### src/rtl/keyframe_interpolator_core_defines.svh
// Assertion macros shared by the interpolator modules.
`ifndef KEYFRAME_INTERPOLATOR_CORE_DEFINES_SVH
`define KEYFRAME_INTERPOLATOR_CORE_DEFINES_SVH
`define KI_ASSERT_IMP(lbl, clk, rstn, ante, cons, msg) \
  lbl: assert property (@(posedge clk) disable iff (!rstn) (ante) |-> (cons)) else $error(msg);
`define KI_ASSERT_NXT(lbl, clk, rstn, ante, cons, msg) \
  lbl: assert property (@(posedge clk) disable iff (!rstn) (ante) |=> (cons)) else $error(msg);
`endif

### src/rtl/kfi_pkg.sv
package kfi_pkg;
  typedef enum logic [2:0] {
    OP_LINEAR  = 3'd0,
    OP_EASEIN  = 3'd1,
    OP_EASEOUT = 3'd2,
    OP_INOUT   = 3'd3,
    OP_BEZIER  = 3'd4,
    OP_HOLD    = 3'd5,
    OP_RSVD6   = 3'd6,
    OP_RSVD7   = 3'd7
  } kfi_op_t;

  typedef enum logic [1:0] {
    CLS_START  = 2'd0,
    CLS_END    = 2'd1,
    CLS_BLEND  = 2'd2
  } kfi_cls_t;

  typedef struct packed {
    kfi_cls_t    cls;
    kfi_op_t     op;
    logic [31:0] num;
    logic [31:0] den;
    logic signed [31:0] sv;
    logic signed [31:0] ev;
    logic signed [31:0] ih;
    logic signed [31:0] oh;
  } kfi_job_t;
endpackage

### src/rtl/kfi_fifo.sv
module kfi_fifo (
  input  logic              clk,
  input  logic              rst_n,
  input  logic              wr_valid,
  output logic              wr_ready,
  input  kfi_pkg::kfi_job_t wr_data,
  output logic              rd_valid,
  input  logic              rd_ready,
  output kfi_pkg::kfi_job_t rd_data
);
  import kfi_pkg::*;

  kfi_job_t   mem_r [2];
  logic       wp_r;
  logic       rp_r;
  logic [1:0] cnt_r;

  assign wr_ready = cnt_r != 2'd2;
  assign rd_valid = cnt_r != 2'd0;
  assign rd_data  = mem_r[rp_r];

  always_ff @(posedge clk) begin
    if (!rst_n) begin
      wp_r  <= 1'b0;
      rp_r  <= 1'b0;
      cnt_r <= 2'd0;
    end else begin
      if (wr_valid && wr_ready) begin
        wp_r <= !wp_r;
      end
      if (rd_valid && rd_ready) begin
        rp_r <= !rp_r;
      end
      cnt_r <= cnt_r + 2'(wr_valid && wr_ready) - 2'(rd_valid && rd_ready);
    end
  end

  always_ff @(posedge clk) begin
    if (wr_valid && wr_ready) begin
      mem_r[wp_r] <= wr_data;
    end
  end

  `include "keyframe_interpolator_core_defines.svh"
  `KI_ASSERT_IMP(a_fifo_cnt, clk, rst_n, 1'b1, cnt_r <= 2'd2, "queue count out of range")
  `KI_ASSERT_NXT(a_fifo_full, clk, rst_n, cnt_r == 2'd2 && !rd_ready, cnt_r == 2'd2, "full queue lost an entry")
  `KI_ASSERT_IMP(a_fifo_ptr, clk, rst_n, cnt_r == 2'd0 || cnt_r == 2'd2, wp_r == rp_r, "pointers disagree with count")
endmodule

### config.mk
export PLATFORM = sky130hd
export DESIGN_NAME = kfi_fifo
export DESIGN_NICKNAME = d
export VERILOG_FILES = /design/src/rtl/kfi_pkg.sv /design/src/rtl/kfi_fifo.sv
export VERILOG_INCLUDE_DIRS = /design/src /design/src/rtl
export SDC_FILE = /design/constraint.sdc
export NUM_CORES = 1
export LEC_CHECK = 0
export BUFFER_PORTS_ARGS = -buffer_cell sky130_fd_sc_hd__buf_2
export CAP_MARGIN = 10
export CORE_MARGIN = 2
export CORE_UTILIZATION = 47
export DETAILED_ROUTE_END_ITERATION = 8
export GPL_TIMING_DRIVEN = 0
export HOLD_SLACK_MARGIN = 0.1
export PLACE_DENSITY = 0.75
export SLEW_MARGIN = 10
export SYNTH_ARGS = -nofsm -noshare
export SYNTH_HDL_FRONTEND = slang
export SYNTH_SLANG_ARGS = --single-unit
### constraint.sdc
create_clock -name clk -period 5.3 [get_ports clk]
set_clock_uncertainty 0.1 [all_clocks]
set_input_delay 0.53 -clock clk [delete_from_list [all_inputs] [get_ports clk]]
set_output_delay 0.53 -clock clk [all_outputs]
set_load 0.02 [all_outputs]
==> results.toml <==
[outcome]
status = "completed"

[synth]
yosysWarnings = 0
ys_seq_elements = 399
ys_types = 25
synth_area_um2 = 15000
ys_seq_area_frac = 0.795
avgSynthCellArea_um2 = 23.3
syn-num-nets = 845
syn_inst = 643

[min_path]
hold_depth = 1
holdCritPathClass = "in -> reg"
min_to = "mem_r[0][13]"
min-delay-start = "wr_data[13]"

[critical_path]
critPathArrivalTime_ns = 1.90
cp-end-kind = "primary output"
reg2reg_depth = 4
worst_r2r_endpoint = "mem_r[0][33]"
critPathLaunchType = "register"
cp.required_ns = 4.67
r2r_start = "cnt_r[0]"
crit_fanout = 10
r2r_slack_ns = 2.83
criticalPathCategory = "reg -> out"

[clocking]
htreeDepth = 2
root_buffer = "clkbuf_16"
cts_resized = 0
cts_sinks = 399
cts_tree = "built"
clock_latency_ns = 0.51
clk_transition_reported_paths_ns = 0.06
clk_path_buf_depth = 3
cts_buffers = 41

[global_routing]
antenna_found_initial = 6
grt.overflow.total = 0
track_usage = 0.196
grt_max_degree = 100
grt_pass1_vias = 9178
grt_pass1_wl_mm = 50.5

[die]
die_area_um2 = 33400
core_area_um2 = 31500
die_h_um = 183
initial_core_util = 0.477
fp.dieW_um = 183
ios = 400
rows = 65

[sta]
hold_viol = 0
slew_headroom = 0.482
rsz0062_at_grt = "false"
hold_ws_ns = 0.124
period_needed_ns = 2.53
slew_viol_final = 0
fin_crit_sh = 0.477
fmax_mhz = 395
tightest_slew_ns = 0.777
finalSetupViolations = 0

[final_layout]
multiInputGateArea_um2 = 2860
regArea_um2 = 11900
fillers = 2054
drive_gt1_frac = 0.522
nets = 1483
synthToLayoutAreaGrowth_pct = 38.5
layout_commonest_cell = "buf_2"
layout_common_cells = "buf_2 (405), edfxtp_1 (394), dlygate4sd3_1 (192)"

[power]
power.density_nw_per_um2 = 427
leakagePower_uw = 0.00813
irDropWorstVdd_mv = 0.428
power_uw = 8880

[drt]
drtIter0Drc = 523
drt-vias-per-instance = 4.91
drt.antenna.violating_nets = 0
wl_per_cell_um = 19.7
first_pass_iters = 4
vias = 8436
routed_wl_mm = 33.8
drc_errors = 0

[placed_design]
dp_hpwl_mm = 20.4
gp_congestion = 0.774
io_buffers = 399

[run]
cap_viol_max_count = 0
==> metal layers <==
metal	share of wire	up-vias	global-route usage
met4	0.039	0	0.0855
met2	0.52	343	0.353
met3	0.064	77	0.0479
li1	-	3853	-
met1	0.37	4163	0.220
met5	0	-	0
==> cell usage after synthesis, drive strengths merged <==
cell type | number | area share
nand3b | 1 | 0.00050
and3 | 2 | 0.00083
o31a | 1 | 0.00058
or2 | 1 | 0.00042
o21ai | 2 | 0.00067
nand2b | 1 | 0.00042
edfxtp | 394 | 0.79
a21oi | 1 | 0.00033
nor3 | 1 | 0.00033
and2 | 1 | 0.00042
nor4bb | 1 | 0.00067
mux2 | 197 | 0.18
nand3 | 1 | 0.00033
inv | 2 | 0.00050
nor2 | 4 | 0.0010
a21bo | 1 | 0.00067
xor2 | 1 | 0.00058
buf | 22 | 0.014
o21ba | 1 | 0.00067
ha | 1 | 0.00083
and2b | 1 | 0.00050
dfxtp | 5 | 0.0067
nor4 | 1 | 0.00042
==> worst max path at each step <==
stage | start | to | slack [ns]
final | register | rd_data[80] | 2.77
after global routing | register | rd_data[80] | 2.68
after CTS | register | rd_data[80] | 2.73
after detailed placement | wr_valid | mem_r[0][127] | 2.75
after global placement | wr_valid | mem_r[0][121] | -2.03
after floorplan | cnt_r[0] | mem_r[0][0] | 0.04
==> flip-flops by register name, summed over array words and instances, names as in the netlist, named ones only <==
signal,flops
mem_r,394
cnt_r,2
rp_r,1
wp_r,1
==> final cells by class <==
class	count	share of cell area
diodes	6	0.000722
plain buffers	22	0.0101
clock buffers	51	0.0511
clock inverters	21	0.00782
inverters	2	0.000722
multi-input cells	220	0.138
flip-flops and latches	399	0.574
well taps	402	0.0242
repair buffers	595	0.194
==> critical path, stage by stage, from the launching register on <==
cell,delay (ns)
dfxtp_1,0.32
buf_6,0.14
buf_6,0.20
buf_6,0.21
mux2_4,0.32
buf_2,0.18
==> metrics by stage <==
| stage | util | std cells | worst slack, ns | area, um^2 | setup TNS [ns] |
|---|---|---|---|---|---|
| 2_1_floorplan | - | 643 | 0.0382 | 15000 | 0 |
| 3_3_place_gp | 0.556 | 1444 | -2.03 | 17500 | -393.83 |
| 3_5_place_dp | 0.560 | 1448 | 2.75 | 17600 | 0 |
| 4_1_cts | 0.660 | 1711 | 2.73 | 20800 | 0 |
| 5_1_grt | 0.661 | 1718 | 2.68 | 20800 | 0 |
| 6_report | 0.661 | 1718 | 2.77 | 20800 | 0 |
==> cell families after synthesis <==
kind of cell	count (synthesis)	synth area share
DFF	399	0.795
muxes	197	0.180
AOI/OAI and AO/OA	6	0.00292
and+or+nand+nor	15	0.00584
buffers and inverters	24	0.0145
xor gates and xnor gates	1	0.000584
adders and majority gates	1	0.000834
==> where the power goes <==
group	internal, uW	switching [uW]
combinational	1040	1270
clock	1520	1140
sequential	3830	80.5
total	6390	2490
==> timing repair <==
| action | CTS | global route |
|---|---|---|
| endpoints found under the setup margin | 0 | 0 |
| hold endpoints to repair | 380 | 2 |
| hold buffers | 191 | 1 |
| setup buffers | 0 | 0 |
(Power assumes the default switching activity.)
