File: config.mk
export PLATFORM = sky130hd
export DESIGN_NAME = kfi_front
export DESIGN_NICKNAME = d
export VERILOG_FILES = /design/src/rtl/keyframe_interpolator_core_defines.svh /design/src/rtl/kfi_pkg.sv /design/src/rtl/kfi_front.sv
export SDC_FILE = /design/constraint.sdc
export NUM_CORES = 1
export LEC_CHECK = 0
export BUFFER_PORTS_ARGS = -buffer_cell sky130_fd_sc_hd__buf_2
export CAP_MARGIN = 25
export CORE_MARGIN = 2
export CORE_UTILIZATION = 40
export CTS_CLUSTER_DIAMETER = 120
export DETAILED_ROUTE_END_ITERATION = 12
export PLACE_DENSITY = 0.68
export REMOVE_ABC_BUFFERS = 1
export SLEW_MARGIN = 30
export SYNTH_ARGS = -nofsm -noshare
export SYNTH_HDL_FRONTEND = slang
export SYNTH_SLANG_ARGS = --single-unit
File: constraint.sdc
create_clock -name clk -period 9 [get_ports clk]
set_input_delay 0.45 -clock clk [delete_from_list [all_inputs] [get_ports clk]]
set_output_delay 0.45 -clock clk [all_outputs]
set_load 0.1 [all_outputs]
File: src/rtl/keyframe_interpolator_core_defines.svh
// Assertion macros shared by the interpolator modules.
`ifndef KEYFRAME_INTERPOLATOR_CORE_DEFINES_SVH
`define KEYFRAME_INTERPOLATOR_CORE_DEFINES_SVH
`define KI_ASSERT_IMP(lbl, clk, rstn, ante, cons, msg) \
  lbl: assert property (@(posedge clk) disable iff (!rstn) (ante) |-> (cons)) else $error(msg);
`define KI_ASSERT_NXT(lbl, clk, rstn, ante, cons, msg) \
  lbl: assert property (@(posedge clk) disable iff (!rstn) (ante) |=> (cons)) else $error(msg);
`endif

File: src/rtl/kfi_pkg.sv
package kfi_pkg;
  typedef enum logic [2:0] {
    OP_LINEAR  = 3'd0,
    OP_EASEIN  = 3'd1,
    OP_EASEOUT = 3'd2,
    OP_INOUT   = 3'd3,
    OP_BEZIER  = 3'd4,
    OP_HOLD    = 3'd5,
    OP_RSVD6   = 3'd6,
    OP_RSVD7   = 3'd7
  } kfi_op_t;

  typedef enum logic [1:0] {
    CLS_START  = 2'd0,
    CLS_END    = 2'd1,
    CLS_BLEND  = 2'd2
  } kfi_cls_t;

  typedef struct packed {
    kfi_cls_t    cls;
    kfi_op_t     op;
    logic [31:0] num;
    logic [31:0] den;
    logic signed [31:0] sv;
    logic signed [31:0] ev;
    logic signed [31:0] ih;
    logic signed [31:0] oh;
  } kfi_job_t;
endpackage

File: src/rtl/kfi_front.sv
module kfi_front (
  input  logic                clk,
  input  logic                rst_n,
  input  logic                in_valid,
  output logic                in_ready,
  input  logic [31:0]         in_start_time,
  input  logic signed [31:0]  in_start_value,
  input  logic [31:0]         in_end_time,
  input  logic signed [31:0]  in_end_value,
  input  logic [31:0]         in_query_time,
  input  logic [2:0]          in_opcode,
  input  logic signed [31:0]  in_in_handle,
  input  logic signed [31:0]  in_out_handle,
  output logic                job_valid,
  input  logic                job_ready,
  output kfi_pkg::kfi_job_t   job
);
  import kfi_pkg::*;

  logic     vld_r;
  kfi_job_t job_r;
  kfi_job_t job_nxt;

  assign in_ready  = !vld_r || job_ready;
  assign job_valid = vld_r;
  assign job       = job_r;

  always_comb begin
    job_nxt     = '0;
    job_nxt.op  = kfi_op_t'(in_opcode);
    job_nxt.num = in_query_time - in_start_time;
    job_nxt.den = in_end_time - in_start_time;
    job_nxt.sv  = in_start_value;
    job_nxt.ev  = in_end_value;
    job_nxt.ih  = in_in_handle;
    job_nxt.oh  = in_out_handle;
    if (in_query_time <= in_start_time) begin
      job_nxt.cls = CLS_START;
    end else if (in_query_time >= in_end_time) begin
      job_nxt.cls = CLS_END;
    end else begin
      job_nxt.cls = CLS_BLEND;
    end
  end

  always_ff @(posedge clk) begin
    if (!rst_n) begin
      vld_r <= 1'b0;
    end else if (in_ready) begin
      vld_r <= in_valid;
    end
  end

  always_ff @(posedge clk) begin
    if (in_valid && in_ready) begin
      job_r <= job_nxt;
    end
  end
endmodule

==> results.py, run 1 <==
metrics = {
    "global_routing": {
        "antenna_found_initial": 5,
        "grt_overflow": 0,
        "grt_pass1_vias": 8071,
        "grt_pass1_wl_microns": 48200,
        "grt_max_degree": 82,
        "gr-usage-all-layers": 0.231,
    },
    "sta": {
        "hold_ws_ns": 0.176,
        "slew_headroom": 0.480,
        "tns_ns": 0,
        "worst_pin_slew_ns": 0.780,
        "layout_min_cycle_time_ns": 2.68,
        "finClkSkew_ns": 0.0199,
        "finalSetupViolCount": 0,
        "hold_viol_final": 0,
        "slew_violations": 0,
        "period_share": 0.297,
        "max_freq_mhz": 373,
        "rsz0062_at_grt": "no",
    },
    "cells_and_area": {
        "multi_input_area_sq_mm": 0.00413,
        "n_fill_cell": 2348,
        "syn_to_final_growth_pct": 29.7,
        "final_cell_mix": "buf_2 (429), edfxtp_1 (197), ha_1 (95), inv_1 (76), a21oi_1 (72)",
        "utilization": 0.525,
        "drive_above_1_share": 0.374,
        "mostFrequentLayoutCell": "buf_2",
        "seq_area_sq_mm": 0.00594,
        "final_nets": 1605,
    },
    "clock_network": {
        "ctsHoldBuffers": 0,
        "clk_pin_slew_ns": 0.09,
        "clock-sinks": 198,
        "clkLatencyLatePin_ns": 0.44,
        "cts_resized": 0,
        "cts_buffers": 17,
        "cts_setup_buffers": 0,
        "cts_max_level": 4,
        "root_buffer": "clkbuf_16",
        "cts_tree": "yes",
        "clockBufferDepth": 2,
    },
    "synth": {
        "synth_cell_types": 69,
        "ys.flop_type": "edfxtp_1",
        "ys_ff_latch": 198,
        "synth_area_leader_cell": "edfxtp_1",
        "syn_area_sq_mm": 0.0105,
        "synthArstFlopShare": 0,
        "synth_edf_count": 197,
        "avgSynthCellArea_sq_um": 12.4,
        "synth_top_cell_area_share": 0.566,
        "synth_warnings": 0,
        "synthCells": 842,
        "yosys-top-cells-area": "edfxtp_1 (57%), ha_1 (11%), a21oi_1 (3.4%)",
        "yosysSeqAreaShare": 0.568,
    },
    "floorplan": {
        "core_area_sq_mm": 0.0258,
        "die_h_microns": 166,
        "ios": 430,
        "die_w_microns": 166,
        "row_count": 59,
        "design.die.area_sq_mm": 0.0274,
        "start_util": 0.405,
    },
    "setup_path": {
        "worstSetupPathType": "input pin to register",
        "timing.rr.start": "job_valid",
        "crit_path_end": "job[154]",
        "cp.arrival_ns": 2.93,
        "end_kind": "register",
        "cp.required_ns": 9.25,
        "ff2ff_setup_slack_ns": 6.97,
        "crit_start": "in_start_time[0]",
        "reg2reg_depth": 3,
        "cp-start-kind": "input pin",
        "worstReg2RegEnd": "job[178]",
        "path_max_fanout": 4,
    },
    "outcome": {
        "status": "finished clean",
    },
    "detailed_routing": {
        "drc": 0,
        "firstDrtPassIters": 5,
        "initialDrtViolationCount": 494,
        "vias": 8387,
        "ant_nets": 0,
        "drt-wirelength-per-cell_microns": 20.4,
        "wl_microns": 33200,
        "vias_per_cell": 5.15,
    },
    "pwr": {
        "power.density_mw_per_mm2": 217,
        "p_leak_nw": 6.18,
        "total_power_mw": 2.94,
        "ir_drop_uv": 141,
    },
    "flow_run": {
        "max-cap-violations": 0,
    },
    "place": {
        "hpwl_microns": 26900,
        "io_buffers": 429,
        "gp_routability_congestion": 0.953,
    },
    "worst_hold_path": {
        "whs_path_depth": 1,
        "hold_class": "input pin to register",
    },
}
## stage by stage
stage / setup WS (ns) / instance area [sq um] / cells
floorplan: 2.27 / 10300 / 827
global placement: 5.95 / 12900 / 1593
detailed placement: 5.95 / 12900 / 1593
CTS: 6.40 / 13500 / 1625
global route: 6.13 / 13600 / 1629
finish: 6.32 / 13600 / 1629
## Yosys cell counts, types with 3 or more instances
| master | n |
|---|---|
| a21oi_1 | 72 |
| o21ai_0 | 32 |
| a21boi_0 | 4 |
| o21bai_1 | 7 |
| ha_1 | 95 |
| nor3_1 | 13 |
| nor2_1 | 33 |
| o31a_1 | 3 |
| a31oi_1 | 4 |
| o211ai_1 | 7 |
| a211o_1 | 3 |
| nor2b_1 | 6 |
| o31ai_1 | 9 |
| a211oi_1 | 7 |
| buf_2 | 5 |
| edfxtp_1 | 197 |
| nand2b_1 | 13 |
| a21oi_2 | 3 |
| nand4_1 | 17 |
| a21o_1 | 28 |
| a221oi_1 | 3 |
| o21a_1 | 10 |
| a2111oi_0 | 3 |
| xnor2_1 | 38 |
| mux2i_1 | 3 |
| a21o_2 | 4 |
| clkbuf_2 | 3 |
| xor2_1 | 15 |
| nand3_1 | 13 |
| nand2_1 | 47 |
| and3_1 | 9 |
| clkbuf_1 | 4 |
| and4_1 | 7 |
| inv_1 | 76 |
| and2_1 | 7 |
## area by class of cell
class	instances	area share
clock buffers	18	0.0316
well taps	335	0.0309
clock inverters	14	0.0133
inverters	76	0.0210
multi-input cells	553	0.305
repair buffers	431	0.160
diodes	4	0.000738
flip-flops and latches	198	0.438
## worst max-delay path: stages
cell	delay (ns)
buf_2	0.11
ha_1	0.22
fa_1	0.42
and2b_1	0.24
o2111ai_1	0.15
a21oi_1	0.30
nor3_2	0.13
o311ai_2	0.47
a2111oi_0	0.18
nor4_1	0.25
## per-layer routing
layer	vias up	share of wire	GRT usage	wire, microns
li1	4052	-	-	-
met1	3977	0.41	0.289	13700
met2	320	0.51	0.406	16800
met3	36	0.057	0.0368	1900
met4	2	0.022	0.0779	743
met5	-	0.00036	0	12
## state kept, by name, indices dropped and copies added, names as in the netlist
register,cells
job,197
job_valid,1
## power breakdown
| group | leakage [nW] | switching (mW) | internal, mW |
|---|---|---|---|
| sequential | 1.91 | 0.0197 | 1.11 |
| combinational | 3.98 | 0.799 | 0.214 |
| clock | 0.294 | 0.409 | 0.382 |
## logic make-up after synthesis
family,after synthesis,synth area share
AOI/OAI and AO/OA,224,0.144
DFF,198,0.568
and+or+nand+nor,175,0.0856
adders and majority gates,97,0.118
buffers and inverters,91,0.0371
xor gates and xnor gates,53,0.0444
muxes,4,0.00395
## how the worst min path moves through the flow
stage | slack (ns) | endpoint | from
after floorplan | 0.55 | job[0] | in_out_handle[0]
after global placement | 0.52 | job_valid | job_valid
after detailed placement | 0.55 | job_valid | job_valid
after CTS | 0.16 | job[103] | in_start_value[7]
after global routing | 0.16 | job[100] | in_start_value[4]
final | 0.18 | job[120] | in_start_value[24]
No activity file was read; power rests on OpenSTA's default activity.
==> inputs of run 2 (changes only) <==
==> constraint.sdc (replaced) <==
create_clock -name clk -period 2.5 [get_ports clk]
set_input_delay 0.125 -clock clk [delete_from_list [all_inputs] [get_ports clk]]
set_output_delay 0.125 -clock clk [all_outputs]
set_load 0.1 [all_outputs]
==> results.py, run 2 (same netlist as run 1, synthesis figures left out) <==
metrics = {
    "outcome": {
        "status": "finished clean",
    },
    "setup_path": {
        "cp.required_ns": 2.67,
        "cp.arrival_ns": 2.39,
        "reg2reg_depth": 3,
        "end_kind": "register",
        "timing.rr.start": "job_valid",
        "path_max_fanout": 4,
        "ff2ff_setup_slack_ns": 0.84,
        "worstReg2RegEnd": "job[137]",
        "worstSetupPathType": "input pin to register",
        "cp-start-kind": "input pin",
    },
    "worst_hold_path": {
        "hp-start": "in_end_time[31]",
        "hold_class": "input pin to register",
        "whs_path_depth": 3,
        "holdPathEnd": "job[159]",
    },
    "cells_and_area": {
        "syn_to_final_growth_pct": 47.5,
        "final_cell_mix": "buf_2 (429), edfxtp_1 (197), dlygate4sd3_1 (133), ha_1 (95), inv_1 (76)",
        "drive_above_1_share": 0.368,
        "layout.cells.non_filler": 1828,
        "largest_reg_flops": 197,
        "final_nets": 1804,
        "n_fill_cell": 2200,
        "design_area_sq_mm": 0.0154,
        "mostFrequentLayoutCell": "buf_2",
    },
    "sta": {
        "hold_viol_final": 0,
        "finalSetupViolCount": 0,
        "layout_min_cycle_time_ns": 2.22,
        "hold_ws_ns": 0.101,
        "slew_headroom": 0.621,
        "max_freq_mhz": 451,
        "slew_violations": 0,
        "finClkSkew_ns": 0.0174,
        "period_share": 0.886,
        "worst_pin_slew_ns": 0.572,
    },
    "clock_network": {
        "cts_tree": "yes",
        "cts_max_level": 4,
        "cts_buffers": 17,
        "root_buffer": "clkbuf_16",
        "clk_pin_slew_ns": 0.08,
        "clkLatencyLatePin_ns": 0.44,
        "cts_setup_buffers": 0,
        "clock-sinks": 198,
        "clockBufferDepth": 2,
    },
    "global_routing": {
        "grt_pass1_wl_microns": 54900,
        "grt_overflow": 0,
        "antenna_found_initial": 4,
        "grt_pass1_vias": 9470,
        "gr-usage-all-layers": 0.260,
        "grt_max_degree": 57,
    },
    "floorplan": {
        "ios": 430,
        "core_area_sq_mm": 0.0258,
        "start_util": 0.405,
        "die_h_microns": 166,
        "design.die.area_sq_mm": 0.0274,
        "die_w_microns": 166,
        "row_count": 59,
    },
    "detailed_routing": {
        "firstDrtPassIters": 5,
        "drt-wirelength-per-cell_microns": 20.0,
        "drc": 0,
        "vias": 9250,
        "ant_nets": 0,
        "initialDrtViolationCount": 596,
        "wl_microns": 36600,
        "vias_per_cell": 5.06,
    },
    "place": {
        "gp_routability_congestion": 0.951,
        "hpwl_microns": 27800,
        "io_buffers": 429,
        "placedCellCount": 1659,
        "place_area_sq_mm": 0.0135,
    },
    "pwr": {
        "power.density_mw_per_mm2": 709,
        "ir_drop_uv": 439,
        "p_leak_nw": 7.08,
    },
    "flow_run": {
        "max-cap-violations": 0,
    },
}
## run 2: cell count changes in the layout (fill, tap and decap cells not counted)
cell,change
dlygate4sd3_1,+133
clkinv_4,+1
buf_12,+3
buf_4,+65
inv_6,-1
clkinv_8,-2
o311ai_4,+1
o311ai_2,-1
buf_6,-2
inv_8,+2
## run 2: per-layer routing
metal  global-route usage  vias to the layer above  part of all wire
met2                0.454                      329              0.50
met1                0.324                     4422              0.42
met4                0.110                        0             0.036
met5                    0                        -                 0
met3               0.0335                       59             0.043
li1                     -                     4440                 -
## run 2: worst max-delay path: stages
cell and delay, ns:
buf_2 0.11, inv_1 0.05, ha_1 0.17, fa_1 0.21
and2b_1 0.20, o2111ai_1 0.25, a21oi_1 0.16, nor3_2 0.38
o311ai_4 0.16, a2111oi_0 0.46, nor4_1 0.11
## run 2: metrics by stage
step / power, mW / setup WS, ns / TNS [ns] / util
final: 10.9 / 0.284 / 0 / 0.597
after global routing: 11.3 / -0.0108 / -0.0108 / 0.597
after CTS: 11.0 / 0.321 / 0 / 0.596
after detailed placement: 7.96 / -0.128 / -0.416 / 0.521
after global placement: 7.95 / -0.131 / -0.326 / 0.521
after floorplan: 7.05 / -4.23 / -833.28 / -
## run 2: what timing repair did
item / CTS / global route
hold buffers: 133 / 0
setup endpoints to repair: 0 / 1
endpoints found under the hold margin: 132 / 0
gates resized for setup: 0 / 1
## run 2: how the worst max path moves through the flow
stage	from	end	slack, ns	cells after the start
floorplan	job_valid	job[0]	-4.23	2
global placement	in_start_time[0]	job[154]	-0.13	10
detailed placement	in_start_time[0]	job[154]	-0.13	10
CTS	in_start_time[0]	job[154]	0.32	10
global route	in_end_time[0]	job[154]	-0.01	11
finish	in_end_time[0]	job[154]	0.28	11
## run 2: power breakdown
part           switching (mW)  leakage, nW  internal (mW)
combinational            2.98         4.87           1.03
sequential             0.0782         1.91           4.01
clock                    1.46        0.292           1.37
total                    4.52         7.08           6.41
## run 2: layout make-up
| type | count | area [sq um] | area share |
|---|---|---|---|
| Tap cell | 335 | 419 | 0.0272 |
| Timing Repair Buffer | 630 | 4030 | 0.261 |
| Clock inverter | 14 | 170 | 0.0110 |
| Inverter | 76 | 285 | 0.0185 |
| Multi-Input combinational cell | 553 | 4140 | 0.269 |
| Clock buffer | 18 | 429 | 0.0278 |
| Antenna cell | 4 | 10.0 | 0.000649 |
| Sequential cell | 198 | 5940 | 0.385 |
